## config.mk

```make
export PLATFORM = sky130hd
export DESIGN_NAME = base32_decoder
export DESIGN_NICKNAME = d
export VERILOG_FILES = /design/src/hdl/b32_pkg.sv /design/src/hdl/b32_decode.sv /design/src/hdl/b32_serialize.sv /design/src/hdl/base32_decoder.sv
export SDC_FILE = /design/constraint.sdc
export NUM_CORES = 1
export LEC_CHECK = 0
export CAP_MARGIN = 20
export CELL_PAD_IN_SITES_DETAIL_PLACEMENT = 1
export CELL_PAD_IN_SITES_GLOBAL_PLACEMENT = 2
export CORE_AREA = 2 2 206 208
export CTS_CLUSTER_SIZE = 12
export DETAILED_ROUTE_END_ITERATION = 12
export DIE_AREA = 0 0 208 210
export DONT_BUFFER_PORTS = 1
export PLACE_DENSITY = 0.58
export SLEW_MARGIN = 25
export SYNTH_ARGS = -nofsm -noshare
export SYNTH_HDL_FRONTEND = slang
export SYNTH_SLANG_ARGS = --single-unit
```

## constraint.sdc

```tcl
create_clock -name clk -period 8.5 [get_ports clk]
set_clock_uncertainty 0.05 [all_clocks]
set_input_delay 1.7 -clock clk [delete_from_list [all_inputs] [get_ports clk]]
set_output_delay 1.7 -clock clk [all_outputs]
set_load 0.1 [all_outputs]
```

## src/hdl/b32_pkg.sv

```systemverilog
package b32_pkg;

  localparam int SYM_W          = 5;
  localparam int SYMS_PER_GROUP = 8;
  localparam int GROUP_W        = SYM_W * SYMS_PER_GROUP;
  localparam int BYTES_W        = 3;
  localparam int COUNT_W        = 16;

  localparam logic [7:0]         CHAR_LOWER_A = 8'h61;
  localparam logic [7:0]         CHAR_LOWER_Z = 8'h7A;
  localparam logic [7:0]         CHAR_UPPER_A = 8'h41;
  localparam logic [7:0]         CHAR_UPPER_Z = 8'h5A;
  localparam logic [7:0]         CHAR_TWO     = 8'h32;
  localparam logic [7:0]         CHAR_SEVEN   = 8'h37;
  localparam logic [SYM_W-1:0]   DIGIT_BASE   = 5'd26;
  localparam logic [COUNT_W-1:0] CAPACITY_RESET = 16'hFFFF;

  localparam logic [BYTES_W-1:0] NB_FULL  = 3'd5;
  localparam logic [BYTES_W-1:0] NB_SEVEN = 3'd4;
  localparam logic [BYTES_W-1:0] NB_FIVE  = 3'd3;
  localparam logic [BYTES_W-1:0] NB_FOUR  = 3'd2;
  localparam logic [BYTES_W-1:0] NB_ONE   = 3'd1;

  typedef struct packed {
    logic [7:0] char_code;
    logic       is_last;
  } in_item_t;

  typedef struct packed {
    logic [7:0]         data_byte;
    logic               byte_valid;
    logic               end_of_message;
    logic [COUNT_W-1:0] total_bytes;
  } out_item_t;

  // One step's worth of results: bytes left-aligned in group.
  typedef struct packed {
    logic [GROUP_W-1:0] group;
    logic [BYTES_W-1:0] nbytes;
    logic               is_end;
    logic [COUNT_W-1:0] base;
  } burst_t;

  // Returns {hit, symbol}.
  function automatic logic [SYM_W:0] sym_of(logic [7:0] c);
    logic [7:0] d;
    d = 8'd0;
    if (c >= CHAR_LOWER_A && c <= CHAR_LOWER_Z) begin
      d = c - CHAR_LOWER_A;
      return {1'b1, d[SYM_W-1:0]};
    end else if (c >= CHAR_UPPER_A && c <= CHAR_UPPER_Z) begin
      d = c - CHAR_UPPER_A;
      return {1'b1, d[SYM_W-1:0]};
    end else if (c >= CHAR_TWO && c <= CHAR_SEVEN) begin
      d = c - CHAR_TWO;
      return {1'b1, d[SYM_W-1:0] + DIGIT_BASE};
    end
    return {1'b0, {SYM_W{1'b0}}};
  endfunction

endpackage

```

## src/hdl/b32_decode.sv

```systemverilog
module b32_decode
  import b32_pkg::*;
(
  input  logic               clk,
  input  logic               rst,
  input  logic               cfg_we,
  input  logic [COUNT_W-1:0] cfg_wdata,
  input  logic               in_valid,
  output logic               in_ready,
  input  in_item_t           in_data,
  output logic               burst_valid,
  input  logic               burst_ready,
  output burst_t             burst
);

  logic [COUNT_W-1:0] capacity;
  logic [GROUP_W-1:0] group;
  logic [2:0]         count;
  logic [COUNT_W-1:0] emitted;
  logic               stopped;

  logic [SYM_W:0]     sym;
  logic [GROUP_W-1:0] group_sh;
  logic [3:0]         count_sh;
  logic               full;
  logic               attempt;
  logic [GROUP_W-1:0] aligned;
  logic [BYTES_W-1:0] nbytes;
  logic [COUNT_W:0]   sum;
  logic               over;
  logic               emit;
  logic               in_xfer;

  assign in_ready = !burst_valid || burst_ready;
  assign in_xfer  = in_valid && in_ready;

  always_comb begin
    sym      = sym_of(in_data.char_code);
    group_sh = sym[SYM_W] ? {group[GROUP_W-SYM_W-1:0], sym[SYM_W-1:0]} : group;
    count_sh = {1'b0, count} + {3'd0, sym[SYM_W]};
    full     = count_sh == 4'(SYMS_PER_GROUP);
    attempt  = full || (in_data.is_last && count_sh != 4'd0);
    aligned  = group_sh;
    nbytes   = NB_FULL;
    if (!full) begin
      case (count_sh)
        4'd1: begin aligned = group_sh << 35; nbytes = NB_ONE;   end
        4'd2: begin aligned = group_sh << 30; nbytes = NB_ONE;   end
        4'd3: begin aligned = group_sh << 25; nbytes = NB_ONE;   end
        4'd4: begin aligned = group_sh << 20; nbytes = NB_FOUR;  end
        4'd5: begin aligned = group_sh << 15; nbytes = NB_FIVE;  end
        4'd6: begin aligned = group_sh << 10; nbytes = NB_FIVE;  end
        4'd7: begin aligned = group_sh << 5;  nbytes = NB_SEVEN; end
        default: begin aligned = group_sh; nbytes = NB_FULL; end
      endcase
    end
    sum  = {1'b0, emitted} + {{(COUNT_W-BYTES_W+1){1'b0}}, nbytes};
    over = sum > {1'b0, capacity};
    emit = attempt && !stopped && !over;
  end

  always_ff @(posedge clk) begin
    if (rst) begin
      capacity    <= CAPACITY_RESET;
      group       <= '0;
      count       <= '0;
      emitted     <= '0;
      stopped     <= 1'b0;
      burst_valid <= 1'b0;
    end else begin
      if (cfg_we) begin
        capacity <= cfg_wdata;
      end
      if (in_xfer) begin
        if (in_data.is_last) begin
          group   <= '0;
          count   <= '0;
          emitted <= '0;
          stopped <= 1'b0;
        end else begin
          group   <= full ? '0 : group_sh;
          count   <= full ? 3'd0 : count_sh[2:0];
          if (emit) begin
            emitted <= sum[COUNT_W-1:0];
          end
          if (attempt && over) begin
            stopped <= 1'b1;
          end
        end
      end
      if (in_xfer && (emit || in_data.is_last)) begin
        burst_valid <= 1'b1;
      end else if (burst_ready) begin
        burst_valid <= 1'b0;
      end
    end
  end

  always_ff @(posedge clk) begin
    if (in_xfer) begin
      burst.group  <= aligned;
      burst.nbytes <= emit ? nbytes : 3'd0;
      burst.is_end <= in_data.is_last;
      burst.base   <= emitted;
    end
  end

endmodule

```

## src/hdl/b32_serialize.sv

```systemverilog
module b32_serialize
  import b32_pkg::*;
(
  input  logic      clk,
  input  logic      rst,
  input  logic      burst_valid,
  output logic      burst_ready,
  input  burst_t    burst,
  output logic      out_valid,
  input  logic      out_ready,
  output out_item_t out_data
);

  burst_t             cur;
  logic [BYTES_W-1:0] idx;
  logic               last_res;
  logic               load;
  logic [7:0]         sel_byte;

  assign last_res    = cur.nbytes == 3'd0 || idx == 3'(cur.nbytes - 3'd1);
  assign burst_ready = !out_valid || (out_ready && last_res);
  assign load        = burst_valid && burst_ready;

  always_comb begin
    case (idx)
      3'd0:    sel_byte = cur.group[39:32];
      3'd1:    sel_byte = cur.group[31:24];
      3'd2:    sel_byte = cur.group[23:16];
      3'd3:    sel_byte = cur.group[15:8];
      3'd4:    sel_byte = cur.group[7:0];
      default: sel_byte = 8'd0;
    endcase
    if (cur.nbytes == 3'd0) begin
      out_data.data_byte      = 8'd0;
      out_data.byte_valid     = 1'b0;
      out_data.end_of_message = 1'b1;
      out_data.total_bytes    = cur.base;
    end else begin
      out_data.data_byte      = sel_byte;
      out_data.byte_valid     = 1'b1;
      out_data.end_of_message = cur.is_end && last_res;
      out_data.total_bytes    = cur.base + {{(COUNT_W-BYTES_W){1'b0}}, idx} + 16'd1;
    end
  end

  always_ff @(posedge clk) begin
    if (rst) begin
      out_valid <= 1'b0;
      idx       <= '0;
    end else if (load) begin
      out_valid <= 1'b1;
      idx       <= '0;
    end else if (out_valid && out_ready) begin
      if (last_res) begin
        out_valid <= 1'b0;
      end else begin
        idx <= idx + 3'd1;
      end
    end
  end

  always_ff @(posedge clk) begin
    if (load) begin
      cur <= burst;
    end
  end

endmodule

```

## src/hdl/base32_decoder.sv

```systemverilog
// Streaming Base32 decoder. One character transfer is taken per clock; letters
// and digits 2-7 become 5-bit symbols and everything else is dropped. Each eighth
// symbol, and the last character of a message, releases up to five bytes that
// leave one result per cycle while out_ready is high; a burst is registered in
// b32_decode and again in b32_serialize before its first result appears. The
// input stalls while a finished burst waits behind the one being sent, even at
// full output rate, and longer when the output side takes fewer than one result
// a cycle. The capacity set by cfg_wdata limits the bytes per message; once a
// group would exceed it, no more bytes come until the message ends. Every message
// closes with exactly one result flagged end_of_message, carrying the byte total.
module base32_decoder
  import b32_pkg::*;
(
  input  logic               clk,
  input  logic               rst,
  input  logic               cfg_we,
  input  logic [COUNT_W-1:0] cfg_wdata,
  input  logic               in_valid,
  output logic               in_ready,
  input  in_item_t           in_data,
  output logic               out_valid,
  input  logic               out_ready,
  output out_item_t          out_data
);

  logic   burst_valid;
  logic   burst_ready;
  burst_t burst;

  b32_decode u_decode (
    .clk         (clk),
    .rst         (rst),
    .cfg_we      (cfg_we),
    .cfg_wdata   (cfg_wdata),
    .in_valid    (in_valid),
    .in_ready    (in_ready),
    .in_data     (in_data),
    .burst_valid (burst_valid),
    .burst_ready (burst_ready),
    .burst       (burst)
  );

  b32_serialize u_serialize (
    .clk         (clk),
    .rst         (rst),
    .burst_valid (burst_valid),
    .burst_ready (burst_ready),
    .burst       (burst),
    .out_valid   (out_valid),
    .out_ready   (out_ready),
    .out_data    (out_data)
  );

  // input only backs up behind pending output
  a_stall_has_output: assert property (@(posedge clk) disable iff (rst)
    !in_ready |-> out_valid && burst_valid)
    else $error("input stalled with no pending output");

  a_empty_is_end: assert property (@(posedge clk) disable iff (rst)
    out_valid && !out_data.byte_valid |-> out_data.end_of_message && out_data.data_byte == 8'd0)
    else $error("result without byte is not an end result");

  // consecutive results of one message count up by one byte each
  a_total_steps: assert property (@(posedge clk) disable iff (rst)
    out_valid && out_ready && out_data.byte_valid && !out_data.end_of_message |=>
      !out_valid ||
      (out_data.byte_valid &&
       out_data.total_bytes == 16'($past(out_data.total_bytes) + 16'd1)) ||
      (!out_data.byte_valid && out_data.total_bytes == $past(out_data.total_bytes)))
    else $error("total_bytes out of sequence");

endmodule

```

---- Word level (Yosys, flattened, before mapping) ----
Cells that the tools add are included.
cells by class
  bitwise gates (word level) .............. 1
  eq/ne operators ......................... 13
  reductions and logical operators ........ 37
  div/mod/pow operators ................... 0
  shift operators ......................... 0
  mux-type cells .......................... 27
  multipliers ............................. 0
  $lt $le $gt $ge ......................... 7
  add/sub/neg operators ................... 10
operators with widths
  operator                                                           number
  case mux 40 bit (7 select lines)                                   1
  2-to-1 mux 40 bit                                                  4
  case mux 8 bit (5 select lines)                                    1
  2-to-1 mux 16 bit                                                  2
  2-to-1 mux 26 bit                                                  1
  2-to-1 mux 6 bit                                                   4
  adder 16 x 3 -> 17 bit                                             1
  greater-than comparator 17 x 16 -> 1 bit                           1
  adder 16 x 1 -> 16 bit, second input constant                      1
  adder 16 x 3 -> 16 bit                                             1
  equality test 4 x 3 -> 1 bit, second input constant                4
  greater-or-equal comparator 8 x 7 -> 1 bit, second input constant  2
  less-or-equal comparator 8 x 7 -> 1 bit, second input constant     2
  logical AND 1 bit                                                  13
  case mux 3 bit (4 select lines)                                    1
  2-to-1 mux 1 bit                                                   10
  nonzero test 2 bit                                                 5
  subtractor 5 x 1 -> 5 bit, second input constant                   2
  2-to-1 mux 3 bit                                                   3
  equality test 4 x 2 -> 1 bit, second input constant                2
  greater-or-equal comparator 8 x 6 -> 1 bit, second input constant  1
  less-or-equal comparator 8 x 6 -> 1 bit, second input constant     1
  AND reduction 2 bit                                                4
  equality test 3 x 2 -> 1 bit, second input constant                2
  other kinds (17)                                                   26
storage, ports and cells
  bits in latches ......................... 0
  memories ................................ 0
  bits in writable memories ............... 0
  memory bits (read-only) ................. 0
  register bits after elaboration ......... 201

---- Logic depth before layout (Yosys ltp) ----
Gate-level depths: netlist of the first run.
  depth after elaboration ................. 18
  depth in mapped cells ................... 33
  depth with buffers taken out ............ 27

---- Modules after synthesis ----
From an unflattened synthesis of the first run, not the netlist that was laid out.
second synthesis, totals
  cell total of the unflattened synthesis .. 1049
  area, all modules ....................... 10754.1 um^2
by module, submodules not included
  module         instances  cells an instance  seq. area each (um^2)  area each (um^2)
  b32_decode     1          836                3343.2                 7775.0
  b32_serialize  1          213                1881.8                 2979.1

---- Worst setup path before layout of the first run ----
OpenSTA, ideal clock, no wires.
  kind .................................... input to register
  start point ............................. input in_data[1] in the netlist's numbering
  end point ............................... register u_decode.emitted[10]
  stages .................................. 32
  buffers on the path ..................... 7
  setup slack ............................. 0.249 ns
  arrival ................................. 8.142 ns
  cell sequence ........................... buf_2 -> inv_1 -> ha_1 -> nor3b_1 -> a21oi_1 -> a22oi_4 -> inv_2 -> buf_4 -> buf_2 -> ha_1 -> clkbuf_1 -> nor2_1 -> and2_1 -> o22ai_1 -> clkbuf_1 -> buf_1 -> nand2_1 -> ha_1 -> a21oi_1 -> nor3_1 -> nand2_1 -> nor2_1 -> xor2_1 -> ha_1 -> nand4_1 -> nor3_1 -> a22oi_1 -> a21boi_0 -> o21bai_1 -> a21oi_1 -> buf_2 -> a22o_1
between the ends
  cells in the longest elaborated chain, start to end .. 17
  elaborated cells on any way between the ends .. 40
  classes of those cells .................. add/sub: 2; order compare: 7; eq/ne: 8; mux: 10; reduce/logical: 13
RTL lines
  element                                                                                                RTL line              source
  start: declaration                                                                                     base32_decoder.sv:20  input in_item_t in_data,
  greater-or-equal comparator 8 x 6 -> 1 bit or less-or-equal comparator 8 x 6 -> 1 bit (tied branches)  b32_pkg.sv:54         end else if (c >= CHAR_TWO && c <= CHAR_SEVEN) begin
  logical AND 1 bit                                                                                      b32_pkg.sv:54
  2-to-1 mux 1 bit                                                                                       b32_pkg.sv:54
  2-to-1 mux 1 bit                                                                                       b32_pkg.sv:51         end else if (c >= CHAR_UPPER_A && c <= CHAR_UPPER_Z) begin
  2-to-1 mux 1 bit                                                                                       b32_pkg.sv:48         if (c >= CHAR_LOWER_A && c <= CHAR_LOWER_Z) begin
  2-to-1 mux 6 bit (*)                                                                                   b32_pkg.sv:58         return {1'b0, {SYM_W{1'b0}}};
  adder 3 x 1 -> 4 bit (*)                                                                               b32_decode.sv:40      count_sh = {1'b0, count} + {3'd0, sym[SYM_W]};
  equality test 4 x 1 -> 1 bit, or another cell as far along                                             b32_decode.sv:46      case (count_sh)
  [... 2 more ...]                                                                                       n/a
  2-to-1 mux 3 bit (*)                                                                                   b32_decode.sv:45      if (!full) begin
  named net u_decode.nbytes[2]                                                                           b32_decode.sv:28      logic [BYTES_W-1:0] nbytes;
  adder 16 x 3 -> 17 bit (*)                                                                             b32_decode.sv:57      sum = {1'b0, emitted} + {{(COUNT_W-BYTES_W+1){1'b0}}, nbytes};
  greater-than comparator 17 x 16 -> 1 bit                                                               b32_decode.sv:58      over = sum > {1'b0, capacity};
  zero test 1 bit                                                                                        b32_decode.sv:59      emit = attempt && !stopped && !over;
  logical AND 1 bit                                                                                      b32_decode.sv:59
  nonzero test 2 bit (no source line)                                                                    n/a
  AND reduction 2 bit (no source line)                                                                   n/a
  end signal: assignment                                                                                 b32_decode.sv:84      emitted <= sum[COUNT_W-1:0];
  end: declaration                                                                                       b32_decode.sv:19      logic [COUNT_W-1:0] emitted;
The timed path passes the listed nets; every way through them passes the cells marked *. The select of a mux whose other input is x is not followed.
A chain may end at the register's enable or synchronous reset.

---- Final worst setup path of the first run ----
  start point ............................. input in_data[1] in the netlist's numbering
  end point ............................... register u_decode.emitted[1]
between the ends
  cells in the longest elaborated chain, start to end .. 17
  elaborated cells on any way between the ends .. 40
  classes of those cells .................. add/sub: 2; order compare: 7; eq/ne: 8; mux: 10; reduce/logical: 13
RTL lines
  element                                                                                                RTL line
  greater-or-equal comparator 8 x 6 -> 1 bit or less-or-equal comparator 8 x 6 -> 1 bit (tied branches)  b32_pkg.sv:54
  logical AND 1 bit                                                                                      b32_pkg.sv:54
  2-to-1 mux 1 bit                                                                                       b32_pkg.sv:54
  2-to-1 mux 1 bit                                                                                       b32_pkg.sv:51
  2-to-1 mux 1 bit                                                                                       b32_pkg.sv:48
  2-to-1 mux 6 bit (*)                                                                                   b32_pkg.sv:58
  adder 3 x 1 -> 4 bit (*)                                                                               b32_decode.sv:40
  equality test 4 x 1 -> 1 bit, or another cell as far along                                             b32_decode.sv:46
  [... 2 more ...]                                                                                       n/a
  2-to-1 mux 3 bit (*)                                                                                   b32_decode.sv:45
  named net u_decode.nbytes[2]                                                                           b32_decode.sv:28
  adder 16 x 3 -> 17 bit (*)                                                                             b32_decode.sv:57
  greater-than comparator 17 x 16 -> 1 bit (*)                                                           b32_decode.sv:58
  zero test 1 bit (*)                                                                                    b32_decode.sv:59
  logical AND 1 bit (*)                                                                                  b32_decode.sv:59
  nonzero test 2 bit (no source line) (*)                                                                n/a
  AND reduction 2 bit (no source line) (*)                                                               n/a
Marks and branches as above.

==> flow_summary_export.csv, run 1 <==
group,metric,value,unit
status,run_status,"finished clean",
pwr,report.power.total,2.340,mW
critical_path,timing.reg2reg.worst_path_depth,22,
critical_path,cp_num_cells,28,
synthesis,synth_edf_count,120,
finish,finalNetCount,1059,
pwr,cellInternalPower,1.749,mW
routing,drt.antenna.violating_nets,0,
sta,grt_setup_unrepaired,"false",
routing,wl_met3,1278,um
critical_path,critical_path.startpoint,"in_data[1]",
clock_network,tritoncts.num_buffers,23,
floorplan,floorplan.die.height,210,um
global_route,via_count_of_the_first_global_routing_pass,7955,
routing,overall_routed_net_length,31420,um
pwr,powerDensity,195.8,mW/mm2
routing,drt-vias-per-instance,5.040,
synthesis,synth_largest_area_cell,"edfxtp_1",
routing,post_drt_wl_per_cell,20.32,um
min_path,min-delay-start,"u_decode.burst[47]",
clock_network,cts.sinks,201,
critical_path,startpoint_type,"input pin",
routing,met2_length,13880,um
clock_network,clock_path_buffers,3,
routing,first_pass_iters,4,
finish,layout-drive-gt1-share,0.1271,
floorplan,floorplan.die.width,208,um
placed_design,place.detailed.instances,1505,
critical_path,critical_path.slowest_cell,"a21boi_0",
sta,final_period_minus_worst_setup_slack,7107,ps
clock_network,worst_setup_hold_path_clk_slew,60,ps
critical_path,timing.setup.critical_path_class,"in -> reg",
critical_path,critical_path.endpoint_type,"register",
floorplan,initial_utilization,0.2476,
pwr,swShare,0.2529,
synthesis,postSynthRegisterBits,201,
routing,initialDrtViolationCount,536,
pwr,clock_power_share,0.419,
sta,fin_crit_sh,0.8361,
critical_path,endpoint_arrival_time_on_the_critical_path,7500,ps
pwr,net-switching-power,0.5919,mW
sta,finalSetupTns,0,ps
routing,routed-via-count,7792,
min_path,min_path_cells,0,
global_route,grt_max_degree,64,
critical_path,worst-path-buf-inv,4,
synthesis,yosys_warning_count,0,
clock_network,cts_hold_buf,0,
min_path,hold_path.class,"reg -> reg",
critical_path,max_stage_delay,540,ps
synthesis,number_of_library_cell_types_mapped_by_synthesis,75,
pwr,vdd_ir_drop_max,0.1124,mV
synthesis,ffs_w_async_s_r_synth,0,
critical_path,cp_top_family,"compound AO/OA/AOI/OAI gates",
routing,drc,0,
sta,maxClockFrequency,140.7,MHz
synthesis,synthesis.instances,991,
sta,hold-worst-slack,362.4,ps
synthesis,synth.top_cells.by_area,"edfxtp_1, dfxtp_1, ha_1, nand2_1, a22o_1",
clock_network,h_tree_level_count,1,
synthesis,synth_most_common_cell,"edfxtp_1",
sta,slew_viol_final,0,
pwr,power.static_leakage,4.490,nW
placed_design,standard_cell_area_after_detailed_placement,0.01120,mm2
flow_run,drv_cap,0,
routing,route.layer.met1.wl,15560,um
clock_network,worst_skew_pair.late_latency,510,ps
floorplan,core_area,0.04148,mm2
finish,final-instance-count-excl-fill,1546,
clock_network,clock-root-buffer,"clkbuf_16",
placed_design,io_buffers,0,
finish,antenna-diode-count,0,
critical_path,cp.required,8900,ps
floorplan,die_area,0.04368,mm2
synthesis,postSynthAreaPerCell,10.36,um2
synthesis,ys_seq_area_frac,0.5087,
pwr,seqPwrFrac,0.469,
global_route,globalRouteTotalUtil,0.1429,
clock_network,count_of_cells_resized_by_post_cts_repair,0,
pwr,comb_power_share,0.112,
clock_network,tritoncts,"yes",
critical_path,crit_top_cell,"ha_1",
finish,summed_area_of_non_filler_cells_in_the_final_layout,0.01195,mm2
clock_network,postCtsSetupBuffers,0,
synthesis,synth_commonest_cells,"edfxtp_1, nand2_1, dfxtp_1",
finish,area_growth_syn_to_layout,16.37,%
sta,worstMarginPinSlew,1105,ps
sta,final_report_hold_violation_count,0,
global_route,grt_remaining_overflow,0,
sta,worst_slew_margin_rel,0.2634,
sta,setup_viol,0,
synthesis,synth.cell_area,0.01027,mm2
placed_design,final_weighted_congestion_in_routability_driven_placement,0.8194,
synthesis,synth_largest_type_area_fraction,0.3508,
placed_design,hpwl,22450,um
synthesis,postSynthNetCount,1059,
floorplan,ios,58,
synthesis,leading_register_cell_type_out_of_synthesis,"edfxtp_1",
global_route,grt_antenna_before_repair,2,
critical_path,critical_path_peak_fanout,17,
critical_path,reg2reg_from,"u_decode.count[0]",
routing,maxUsedRoutingLayer,"met4",
global_route,grt_first_pass_wirelength,49210,um
floorplan,core.rowCount,75,
==> per-stage QoR <==
| step | utilization | setup WS [ps] |
|---|---|---|
| floorplan | - | 248.8 |
| global placement | 0.2688 | 988.9 |
| detailed placement | 0.2701 | 866.6 |
| CTS | 0.2880 | 1378 |
| global route | 0.2882 | 654.9 |
| finish | 0.2882 | 1393 |
==> registers in the layout, indices dropped and copies added (netlist names), 3 cells and up <==
name / flops
u_serialize.cur: 60
u_decode.emitted: 16
u_decode.burst: 60
u_decode.group: 40
u_decode.count: 3
u_serialize.idx: 3
u_decode.capacity: 16
==> kinds of logic (layout without fill, tap and decap cells) <==
family,Yosys count,count (layout),synth area share
simple gates,307,307,0.1384
fa+ha+maj,38,38,0.04775
buf+inv,102,118,0.04020
flops,201,201,0.5087
mux,35,35,0.03521
compound gates,277,277,0.2019
xor+xnor,31,31,0.02790
==> worst register-to-register path, delay by kind of cell (launching register included) <==
kind / cells / cell delay, ps
AOI/OAI and AO/OA: 7 / 1890
DFF: 1 / 310
and+or+nand+nor: 8 / 1230
xor gates and xnor gates: 1 / 170
buffers and inverters: 2 / 450
adders and majority gates: 4 / 1100
==> power by group through the flow <==
| stage | combinational (mW) | sequential (mW) | clock [mW] |
|---|---|---|---|
| after global placement | 0.260 | 1.12 | 0 |
| final | 0.263 | 1.10 | 0.980 |
| after global routing | 0.283 | 1.10 | 1.06 |
| after floorplan | 0.195 | 1.11 | 0 |
| after CTS | 0.264 | 1.10 | 1.02 |
| after detailed placement | 0.263 | 1.12 | 0 |
==> layout by cell type, fill, tap and decap left out, drive strengths merged, types with 21 or more instances in the layout <==
cell type / Yosys / final
a22oi: 32 / 32
buf: 24 / 38
inv: 38 / 38
a21oi: 50 / 50
dfxtp: 81 / 81
edfxtp: 120 / 120
a22o: 45 / 45
nand2: 118 / 118
ha: 36 / 36
nor2: 72 / 72
clkbuf: 39 / 33
mux2i: 32 / 32
o211ai: 21 / 21
nand3: 33 / 33
==> final timing paths <==
kind / endpoint / slack [ps]
max: u_decode.emitted[1] / 1390
min: u_serialize.cur[47] / 360
max reg2reg: u_decode.emitted[1] / 3240
min reg2reg: u_serialize.cur[47] / 360
==> metal layers <==
layer | GRT usage | up-vias
met4 | 0.03962 | 0
met3 | 0.02011 | 42
met1 | 0.2051 | 3845
met2 | 0.2249 | 170
li1 | - | 3735
met5 | 0 | -
==> area by class of cell <==
cell class                 count  area [um2]
clock inverter                 8       121.4
multi-input combinational    688        4876
inverter                      39       147.6
timing repair buffer          38       285.3
clock buffer                  33       623.1
sequential                   201        5225
tap                          539       674.4
fill                        4653       29520
Note: power is estimated with default switching activity, not from simulation.
==> run 2: changes to the inputs <==
- ABC_AREA: unset -> 1
- CORE_AREA: 2 2 206 208 -> 2 2 209 211
- DIE_AREA: 0 0 208 210 -> 0 0 211 213
- PLACE_DENSITY: 0.58 -> 0.61
- clock period: 8.5 -> 6.25 ns (I/O delays scaled with it)
==> run 2 against run 1 <==
Effect of this change: count of clock-buffer cells in the layout is 1 lower; combinational power is 100% higher; critical endpoint is now u_decode.burst[17]; sequential power is 41% higher; critical path type unchanged; clock power is 39% higher; utilization is 0.33 points lower; non-clock buffer count is 3 lower; worst hold slack better by 7.1 ps; routed wire length is 4.7% higher.
==> flow_summary_export.csv, run 2 <==
group,metric,value,unit
status,run_status,"finished clean",
synthesis,number_of_library_cell_types_mapped_by_synthesis,48,
critical_path,timing.setup.critical_path_class,"in -> reg",
pwr,clock_power_share,0.395,
global_route,globalRouteTotalUtil,0.1471,
pwr,power.static_leakage,4.833,nW
critical_path,critical_path.slowest_cell,"nor3_1",
global_route,grt_max_degree,74,
pwr,comb_power_share,0.156,
global_route,grt_first_pass_wirelength,51250,um
sta,worst_slew_margin_rel,0.2795,
clock_network,clock-root-buffer,"clkbuf_16",
synthesis,synth_largest_type_area_fraction,0.3409,
placed_design,standard_cell_area_after_detailed_placement,0.01139,mm2
pwr,seqPwrFrac,0.449,
clock_network,cts.sinks,201,
critical_path,crit-reg2reg-capture,"u_decode.burst[17]",
clock_network,worst_skew_pair.late_latency,530,ps
routing,drt-vias-per-instance,4.658,
routing,routed-via-count,8459,
sta,maxClockFrequency,179.8,MHz
synthesis,yosys_warning_count,0,
sta,fin_crit_sh,0.8898,
synthesis,synthesis.instances,1242,
floorplan,ios,58,
critical_path,critical_path_peak_fanout,9,
sta,worstMarginPinSlew,1080,ps
critical_path,cp_top_family,"simple AND/OR/NAND/NOR gates",
finish,biggestRegsByFlops,"u_decode.burst x60, u_serialize.cur x60, u_decode.group x40",
min_path,min_path_cells,0,
pwr,swShare,0.2967,
routing,drc,0,
critical_path,startpoint_type,"input pin",
synthesis,synth_commonest_cells,"nand2_1, inv_1, edfxtp_1",
placed_design,final_weighted_congestion_in_routability_driven_placement,0.7837,
global_route,grt_remaining_overflow,0,
floorplan,core_area,0.04270,mm2
flow_run,drv_cap,0,
clock_network,worst_setup_hold_path_clk_slew,60,ps
critical_path,reg2reg_from,"u_decode.count[0]",
finish,final_core_utilization,0.2848,
sta,finalSetupTns,0,ps
sta,final_report_hold_violation_count,0,
pwr,net-switching-power,1.022,mW
finish,summed_area_of_non_filler_cells_in_the_final_layout,0.01216,mm2
critical_path,critical_path.endpoint_type,"register",
synthesis,ys_seq_area_frac,0.4944,
placed_design,hpwl,23240,um
floorplan,die_area,0.04494,mm2
min_path,min-delay-start,"u_decode.burst[34]",
routing,overall_routed_net_length,32900,um
clock_network,cts_hold_buf,0,
pwr,cellInternalPower,2.422,mW
synthesis,postSynthRegisterBits,201,
placed_design,io_buffers,0,
finish,final_common_cell,"nand2_1",
synthesis,postSynthAreaPerCell,8.510,um2
clock_network,clock_path_buffers,3,
routing,initialDrtViolationCount,507,
pwr,powerDensity,283.2,mW/mm2
global_route,via_count_of_the_first_global_routing_pass,8692,
finish,antenna-diode-count,0,
min_path,hold_path.class,"reg -> reg",
critical_path,max_stage_delay,330,ps
sta,setup_viol,0,
critical_path,endpoint_arrival_time_on_the_critical_path,5830,ps
pwr,vdd_ir_drop_max,0.1393,mV
clock_network,count_of_cells_resized_by_post_cts_repair,0,
synthesis,ffs_w_async_s_r_synth,0,
synthesis,leading_register_cell_type_out_of_synthesis,"edfxtp_1",
min_path,min_to,"u_serialize.cur[34]",
routing,post_drt_wl_per_cell,18.12,um
global_route,grt_antenna_before_repair,0,
finish,fillerInstances,4955,
clock_network,tritoncts,"yes",
finish,final_cell_mix,"nand2_1, inv_1, edfxtp_1",
synthesis,synth.top_cells.by_area,"edfxtp_1, dfxtp_1, nand2_1, nand3_1, inv_1",
finish,layout-drive-gt1-share,0.1079,
clock_network,postCtsSetupBuffers,0,
clock_network,tritoncts.num_buffers,24,
finish,finalNetCount,1321,
sta,grt_setup_unrepaired,"false",
synthesis,postSynthNetCount,1310,
routing,drt.antenna.violating_nets,0,
synthesis,synth_most_common_cell,"nand2_1",
critical_path,crit_top_cell,"nand2_1",
floorplan,floorplan.die.width,211,um
critical_path,cp.required,6520,ps
sta,final_period_minus_worst_setup_slack,5561,ps
critical_path,reg2reg_setup_slack,1770,ps
floorplan,floorplan.die.height,213,um
routing,first_pass_iters,5,
critical_path,worst-path-buf-inv,2,
floorplan,core.rowCount,76,
synthesis,synth_edf_count,120,
sta,slew_viol_final,0,
synthesis,synth_largest_area_cell,"edfxtp_1",
finish,area_growth_syn_to_layout,15.07,%
critical_path,timing.reg2reg.worst_path_depth,22,
clock_network,h_tree_level_count,1,
floorplan,initial_utilization,0.2475,
synthesis,synth.cell_area,0.01057,mm2
run 2: final cells by class:
| type | count | area [um2] | share of cell area |
|---|---|---|---|
| flip-flops and latches | 201 | 5225 | 0.4296 |
| multi-input cells | 841 | 4662 | 0.3833 |
| well taps | 546 | 683.2 | 0.05617 |
| clock buffers | 32 | 671.9 | 0.05525 |
| inverters | 150 | 565.5 | 0.04650 |
| repair buffers | 35 | 262.8 | 0.02160 |
| clock inverters | 11 | 91.34 | 0.007510 |
run 2: per-stage QoR:
stage	worst slack [ps]	instances	hold WS [ps]	power, mW
5_1_grt	21.17	1816	372.4	3.590
3_3_place_gp	235.4	1773	353.3	2.112
3_5_place_dp	156.9	1773	356.3	2.121
4_1_cts	690.3	1816	369.8	3.504
6_report	688.9	1816	369.6	3.444
2_1_floorplan	26.78	1242	350.3	1.957
run 2: worst max-delay path by stage:
stage                     from              endpoint  slack, ps  depth (start not counted)
floorplan           in_data[2]   u_decode.emitted[6]         30                         39
global route        in_data[2]  u_decode.emitted[10]         20                         34
global placement    in_data[1]    u_decode.burst[18]        240                         34
CTS                 in_data[1]  u_decode.emitted[13]        690                         31
finish              in_data[2]    u_decode.burst[17]        690                         30
detailed placement  in_data[2]    u_decode.burst[17]        160                         29
run 2: worst reg2reg max path: stages, from the launching register on:
cell and delay [ps]:
dfxtp_1 320, ha_1 210, ha_1 190, xor2_1 290, nand2_2 170, nor2_1 200, clkinv_1 110, nand2_1 80
ha_1 200, nand3_1 100, nand2_1 110, nand2_1 100, nor3_1 330, nand2_1 110, or2_2 280, nand2_1 130
ha_1 170, nand3_1 100, nor4_1 240, nand4_1 180, nand2_4 170, nand2_1 150, nor3_1 280
run 2: kinds of logic (layout without fill, tap and decap cells):
logic type                 after synthesis  after routing  synth area share
xor gates and xnor gates                30             30           0.02486
DFF                                    201            201            0.4944
and+or+nand+nor                        569            569            0.2407
buffers and inverters                  200            228           0.07790
AOI/OAI and AO/OA                      204            204            0.1158
adders and majority gates               38             38           0.04641
run 2: layer usage:
layer  vias up  share of wire  GRT usage
met1      4105           0.51     0.2114
met4         0          0.011    0.02987
met5         -              0          0
li1       4220              -          -
met2       111           0.44     0.2373
met3        23          0.032    0.01839
run 2: power groups by stage:
stage	Clock (mW)	Sequential, mW	Combinational [mW]
after global placement	0	1.57	0.539
after CTS	1.41	1.55	0.545
after global routing	1.44	1.56	0.591
after detailed placement	0	1.58	0.544
final	1.36	1.55	0.537
after floorplan	0	1.56	0.397
